==> config.mk <==
export PLATFORM = sky130hd
export DESIGN_NAME = tkst_ctrl
export DESIGN_NICKNAME = d
export VERILOG_FILES = /design/src/rtl/tkst_pkg.sv /design/src/rtl/tkst_ctrl.sv
export SDC_FILE = /design/constraint.sdc
export NUM_CORES = 1
export LEC_CHECK = 0
export BUFFER_PORTS_ARGS = -buffer_cell sky130_fd_sc_hd__buf_2
export CORE_AREA = 2 2 39 41
export DETAILED_ROUTE_END_ITERATION = 10
export DIE_AREA = 0 0 41 43
export PLACE_DENSITY = 0.53
export SYNTH_ARGS = -nofsm -noshare
export SYNTH_HDL_FRONTEND = slang
export SYNTH_SLANG_ARGS = --single-unit
==> constraint.sdc <==
create_clock -name clock -period 3.95 [get_ports clock]
set_input_delay 0.1975 -clock clock [delete_from_list [all_inputs] [get_ports clock]]
set_output_delay 0.1975 -clock clock [all_outputs]
set_load 0.01 [all_outputs]
==> src/rtl/tkst_pkg.sv <==
// Shared types, status codes and datapath operation codes for the top-k score table.
`default_nettype none
package tkst_pkg;

   // Fixed field widths of the request and response words.
   localparam int ID_W        = 32;
   localparam int SCORE_W     = 32;
   localparam int RANK_W      = 6;
   localparam int STATUS_W    = 3;
   localparam int COUNT_OUT_W = 7;

   // Request command codes.
   localparam logic CMD_SUBMIT = 1'b0;
   localparam logic CMD_READ   = 1'b1;

   // Response status codes.
   localparam logic [STATUS_W-1:0] ST_UPDATED  = 3'd0;
   localparam logic [STATUS_W-1:0] ST_INSERTED = 3'd1;
   localparam logic [STATUS_W-1:0] ST_DROPPED  = 3'd2;
   localparam logic [STATUS_W-1:0] ST_REJECTED = 3'd3;
   localparam logic [STATUS_W-1:0] ST_READ_OK  = 3'd4;
   localparam logic [STATUS_W-1:0] ST_BEYOND   = 3'd5;

   // Datapath operations issued by the controller.
   localparam logic [3:0] OP_NOP    = 4'd0;
   localparam logic [3:0] OP_SCAN   = 4'd1;
   localparam logic [3:0] OP_PLAN   = 4'd2;
   localparam logic [3:0] OP_DPRIME = 4'd3;
   localparam logic [3:0] OP_DSTEP  = 4'd4;
   localparam logic [3:0] OP_UPRIME = 4'd5;
   localparam logic [3:0] OP_USTEP  = 4'd6;
   localparam logic [3:0] OP_READ   = 4'd7;
   localparam logic [3:0] OP_RSP    = 4'd8;

   // Kinds of reorder pass chosen after the scan.
   localparam logic [1:0] PASS_NONE = 2'd0;
   localparam logic [1:0] PASS_DOWN = 2'd1;
   localparam logic [1:0] PASS_UP   = 2'd2;

   typedef struct packed {
      logic                cmd;
      logic [ID_W-1:0]     player_id;
      logic [SCORE_W-1:0]  score;
      logic [RANK_W-1:0]   rank_index;
   } req_word_type;

   typedef struct packed {
      logic [STATUS_W-1:0]    status;
      logic [ID_W-1:0]        entry_id;
      logic [SCORE_W-1:0]     entry_score;
      logic [COUNT_OUT_W-1:0] entry_count;
   } rsp_word_type;

   typedef struct packed {
      logic [ID_W-1:0]    id;
      logic [SCORE_W-1:0] score;
   } entry_type;

   // Controller to datapath commands.
   typedef struct packed {
      logic       req_take;
      logic [3:0] op;
   } ctl_type;

   // Datapath to controller status.
   typedef struct packed {
      logic       scan_done;
      logic [1:0] pass_kind;
      logic       pass_last;
      logic       rsp_free;
   } stat_type;

endpackage
`default_nettype wire

==> src/rtl/tkst_ctrl.sv <==
// Controller state machine of the top-k score table.
`default_nettype none
module tkst_ctrl (
   input  wire logic              clock,
   input  wire logic              reset,
   input  wire logic              req_valid,
   input  wire logic              req_cmd,
   output logic                   req_ready,
   input  wire tkst_pkg::stat_type stat,
   output tkst_pkg::ctl_type      ctl
);

   localparam logic [3:0] S_IDLE   = 4'd0;
   localparam logic [3:0] S_SCAN   = 4'd1;
   localparam logic [3:0] S_PLAN   = 4'd2;
   localparam logic [3:0] S_DPRIME = 4'd3;
   localparam logic [3:0] S_DSTEP  = 4'd4;
   localparam logic [3:0] S_UPRIME = 4'd5;
   localparam logic [3:0] S_USTEP  = 4'd6;
   localparam logic [3:0] S_READ   = 4'd7;
   localparam logic [3:0] S_RESULT = 4'd8;

   logic [3:0] state_ff, state_in;

   assign req_ready = (state_ff == S_IDLE);

   // Next state, word capture and datapath operation.
   always_comb begin
      state_in     = state_ff;
      ctl.req_take = req_valid && req_ready;
      ctl.op       = tkst_pkg::OP_NOP;
      case (state_ff)
         S_IDLE: begin
            if (req_valid) begin
               state_in = (req_cmd == tkst_pkg::CMD_READ) ? S_READ : S_SCAN;
            end
         end
         S_SCAN: begin
            ctl.op = tkst_pkg::OP_SCAN;
            if (stat.scan_done) begin
               state_in = S_PLAN;
            end
         end
         S_PLAN: begin
            ctl.op = tkst_pkg::OP_PLAN;
            case (stat.pass_kind)
               tkst_pkg::PASS_DOWN: state_in = S_DPRIME;
               tkst_pkg::PASS_UP:   state_in = S_UPRIME;
               default:             state_in = S_RESULT;
            endcase
         end
         S_DPRIME: begin
            ctl.op   = tkst_pkg::OP_DPRIME;
            state_in = S_DSTEP;
         end
         S_DSTEP: begin
            ctl.op = tkst_pkg::OP_DSTEP;
            if (stat.pass_last) begin
               state_in = S_RESULT;
            end
         end
         S_UPRIME: begin
            ctl.op   = tkst_pkg::OP_UPRIME;
            state_in = S_USTEP;
         end
         S_USTEP: begin
            ctl.op = tkst_pkg::OP_USTEP;
            if (stat.pass_last) begin
               state_in = S_RESULT;
            end
         end
         S_READ: begin
            ctl.op   = tkst_pkg::OP_READ;
            state_in = S_RESULT;
         end
         S_RESULT: begin
            if (stat.rsp_free) begin
               ctl.op   = tkst_pkg::OP_RSP;
               state_in = S_IDLE;
            end
         end
         default: begin
            state_in = S_IDLE;
         end
      endcase
   end

   // State register.
   always_ff @(posedge clock) begin
      if (reset) begin
         state_ff <= S_IDLE;
      end else begin
         state_ff <= state_in;
      end
   end

endmodule
`default_nettype wire

# --- Yosys cells after proc, flatten, opt, wreduce, memory -nomap -nowiden ---
# Cells that the tools add are included.
totals:
  output_inout_bits: 6
  in_bits: 9
  regBits: 4
op_classes:
  n_mux: 9
  n_reduce_logical: 4
  eq_ne: 14
ops:
  columns: ["op", "count"]
  rows:
  - ["$pmux W4 S8", 2]
  - ["$mux W4", 5]
  - ["$eq A4 B3 Y1 const B", 4]
  - ["$eq A4 B2 Y1 const B", 2]
  - ["$pmux W4 S2", 1]
  - ["$ne A2 B2 Y1 const B", 3]
  - ["$eq A4 B1 Y1 const B", 1]
  - ["$eq A4 B4 Y1 const B", 1]
  - ["$logic_not A4 Y1", 1]
  - ["$reduce_and A4 Y1", 1]
  - ["$mux W3", 1]
  - ["$eq A2 B1 Y1 const B", 1]
  - ["$eq A2 B2 Y1 const B", 1]
  - ["$ne A2 B1 Y1 const B", 1]
  - ["$reduce_or A2 Y1", 1]
  - ["$logic_and A1 B1 Y1", 1]

# --- Longest topological paths before layout ---
depth:
  depth_word: 4
  mapped_depth: 6
  ltp_nobuf: 6

# --- Worst setup path after synthesis ---
# OpenSTA, ideal clock, no wires.
synth_path:
  kind: "reg2reg"
  start: "reg state_ff[2]"
  end: "reg state_ff[1]"
  t_arrival_ns: 1.302
  slack_ns: 2.524
  path_buffers: 1
  stages_incl_launch_ff: 6
  setup_ns: 0.124
  period_less_slack_ns: 1.426
  t_required_ns: 3.826
  path_cell_list: "dfxtp_1 -> buf_6 -> or4b_4 -> a21oi_4 -> or2b_1 -> o41ai_1"
synth_between:
  elab_chain_cells: 4
synth_rtl:
  columns: ["item", "line", "source"]
  rows:
  - ["start: declaration", "tkst_ctrl.sv:23", "logic [3:0] state_ff, state_in;"]
  - ["start signal: assignment", "tkst_ctrl.sv:93", "state_ff <= state_in;"]
  - ["$eq A4 B3 Y1", "tkst_ctrl.sv:32", "case (state_ff)"]
  - ["$reduce_or A2 Y1 (no source line)", null, null]
  - ["$ne A2 B1 Y1 (no source line)", null, null]
  - ["$reduce_and A4 Y1 (no source line)", null, null]
# Parallel ways exist; a longest one is shown, timed or not.
# A chain may end at the register's enable or synchronous reset.

# --- Worst setup path after layout ---
layout_path:
  start: "reg state_ff[1]"
  end: "reg state_ff[1]"
# The elaborated chain is that of the path after synthesis.

==> impl_results.md <==
- Global-route wire length before repair: 1210 um
- Insertion delay of the later-clocked pin in the worst-skew pair: 230 ps
- Share of cells above drive strength 1: 0.317
- Number of nets at the end of the flow: 76
- Max_slew headroom: 0.706
- Post-detail-place hpwl: 621 um
- Post-Route M1 WL: 387 um
- Top layer in use: met4
- Remaining Overflow, GRT: 0
- Reg clk slew, reported paths: 40 ps
- Number of flip-flops in the largest register: 4
- Global-route total usage across every layer: 0.108
- Power density normalized to cell area: 714 nW/um^2
- Required time of the critical path: 4050 ps
- Largest buffer count on any clock path: 2
- Starting DRT DRC Count: 3
- Final wirelength: 813 um
- Number of warnings printed during yosys synthesis: 0
- Total length of routed met2 wires: 374 um
- Placement Cell Area: 450 um^2
- Post-synth net total: 61
- Buffers added on ports: 14
- Antenna cells: 0
- Post-CTS Hold Buffers: 0
- Arrival time at the worst endpoint: 1670 ps
- Number of vias per cell: 4.77
- Fmax achieved: 0.635 GHz
- Hold Fails Final Rpt: 0
- Routed via count: 377
- Clock Sinks: 4
- Chip Width: 41 um
- Number of placement rows: 14
- Clock tree skew after final layout: 2.80 ps
- DR pass1 iterations: 3
- Clock root buffer master: clkbuf_4
- Clock tree from TritonCTS: built
- Via count of the first global-routing pass: 316
- Wire length on met3: 41 um
- Area growth from synthesis to layout: 21.5%
- CTS H-tree lvls: 1
- Count of instances resized after the clock tree is built: 0
- Min Hold Slack: 194 ps
- Sum of negative setup slack: 0 ps
- Residual DRC: 0
- ANT nets after route: 0
- Chip height: 43 um
- Total die area: 1760 um^2
- Max Cap Viol: 0
- Worst path top cell family by delay: simple AND/OR/NAND/NOR gates
- Antenna violations before repair: 0
- Area inside the core boundary: 1380 um^2
- Total leakage power: 0.220 nW
- Maximum vdd drop: 0.175 mV
- Slew Viols, Final: 0
- Regs by FF count: state_ff: 4 flops
- Critical Path End Type: flip-flop
- Final Util: 0.342
- Clock period minus worst slack: 1570 ps
- Actual transition at the worst max-transition pin: 440 ps
- Status: complete, no violations
- Maximum number of pins on one net before global-route repair: 14
- Setup repair after global routing missed its margin: no
- #FFs+latches synth: 4
- Crit path kind: flip-flop to flip-flop
- Part of the Yosys area used for sequential elements: 0.206
- Most common cell after layout, fill and taps aside: buf_2
- Ordered cell list for the critical path: or4b_4, a21oi_4, or2b_1, o41ai_1
- Final worst-path cycle share: 0.399
- Top register by number of flip-flops: state_ff
- TritonCTS Buffers: 3
- Final estimated routing congestion in global placement: 0.708
- Design area: 473 um^2
- Final setup violation count: 0
- Number of distinct library cell variants in the gate-level netlist after synthesis: 25
- Post-CTS Repair Setup Buffers: 0
- Per-instance average area after synthesis: 7.78 um^2
- Top library cells by usage in the layout, fill and taps aside: buf_2, nor2_1, a21oi_1
- Post-synthesis cell area: 389 um^2
- Average wire per standard cell: 10.3 um
- Top-level port count: 15
- Worst Path Buf+Inv: 0
- Maximum fanout count along the critical path: 13
- Post-route total power: 0.000338 W
- CP startpoint kind: flip-flop
- Count of mapped cells out of synthesis: 50
- Cell with the biggest individual delay on the critical path: or4b_4
- Worst stage delay on the critical path: 600 ps
- Initial standard-cell utilization of the core: 0.281
- Worst min path class: primary input to flip-flop
## final cells by class
class                           instances  area (um^2)
Tap cell                               16         20.0
Fill cell                             156          911
Timing Repair Buffer                   14         70.1
Sequential cell                         4         80.1
Inverter                                3         11.3
Multi-Input combinational cell         39          269
Clock buffer                            3         22.5
## through the flow
step | worst slack [ps] | cells
floorplan | 2520 | 50
global placement | 2420 | 76
detailed placement | 2390 | 76
CTS | 2370 | 79
global route | 2250 | 79
finish | 2380 | 79
## synth_stat cells
master,number,area (um^2)
nor2_1,7,26.3
a21oi_1,6,30.0
dfxtp_1,4,80.1
inv_1,3,11.3
nand2_1,3,11.3
nand3b_1,3,22.5
a2bb2oi_1,2,17.5
buf_2,2,10.0
ha_1,2,25.0
nor2b_1,2,12.5
o41ai_1,2,17.5
a21oi_4,1,16.3
buf_4,1,7.51
buf_6,1,11.3
nand2b_1,1,6.26
nand3_1,1,5.00
nor3b_1,1,7.51
o211ai_1,1,7.51
o21a_1,1,7.51
or2b_1,1,7.51
or3_1,1,6.26
or3_4,1,11.3
or3b_1,1,8.76
or4b_4,1,13.8
xor2_1,1,8.76
## path summary, 6_finish.rpt
| kind | end | startpoint | slack [ps] | cells after the start |
|---|---|---|---|---|
| min | state_ff[0] | reset | 190 | 2 |
| min reg2reg | state_ff[0] | state_ff[0] | 580 | 2 |
| max | state_ff[1] | state_ff[1] | 2380 | 4 |
| max reg2reg | state_ff[1] | state_ff[1] | 2380 | 4 |
## worst reg2reg max path, delay by kind of cell, from the launching register on
kind	cells	cell delay (ps)
AO/OA/AOI/OAI	2	270
AND/OR/NAND/NOR	2	750
flip-flops	1	420
## report_power, final
part	total, W	switching (W)	leakage (nW)	internal (W)
registers	0.000102	0.0000453	0.0329	0.0000567
logic	0.000186	0.0000868	0.173	0.0000991
clock network	0.0000497	0.0000158	0.0138	0.0000339
total	0.000338	0.000148	0.220	0.000190
## metal layers
metal,vias up,global-route usage
met3,2,0.0314
met1,165,0.125
met4,0,0.120
met5,-,0
met2,7,0.141
li1,203,-
## kinds of logic after synthesis
family	share of synthesized area
AND/OR/NAND/NOR	0.357
XOR/XNOR	0.0225
flip-flops	0.206
buffers and inverters	0.103
AO/OA/AOI/OAI	0.248
adder cells (fa/ha/maj)	0.0643
Power figures use the tool's default switching activity.
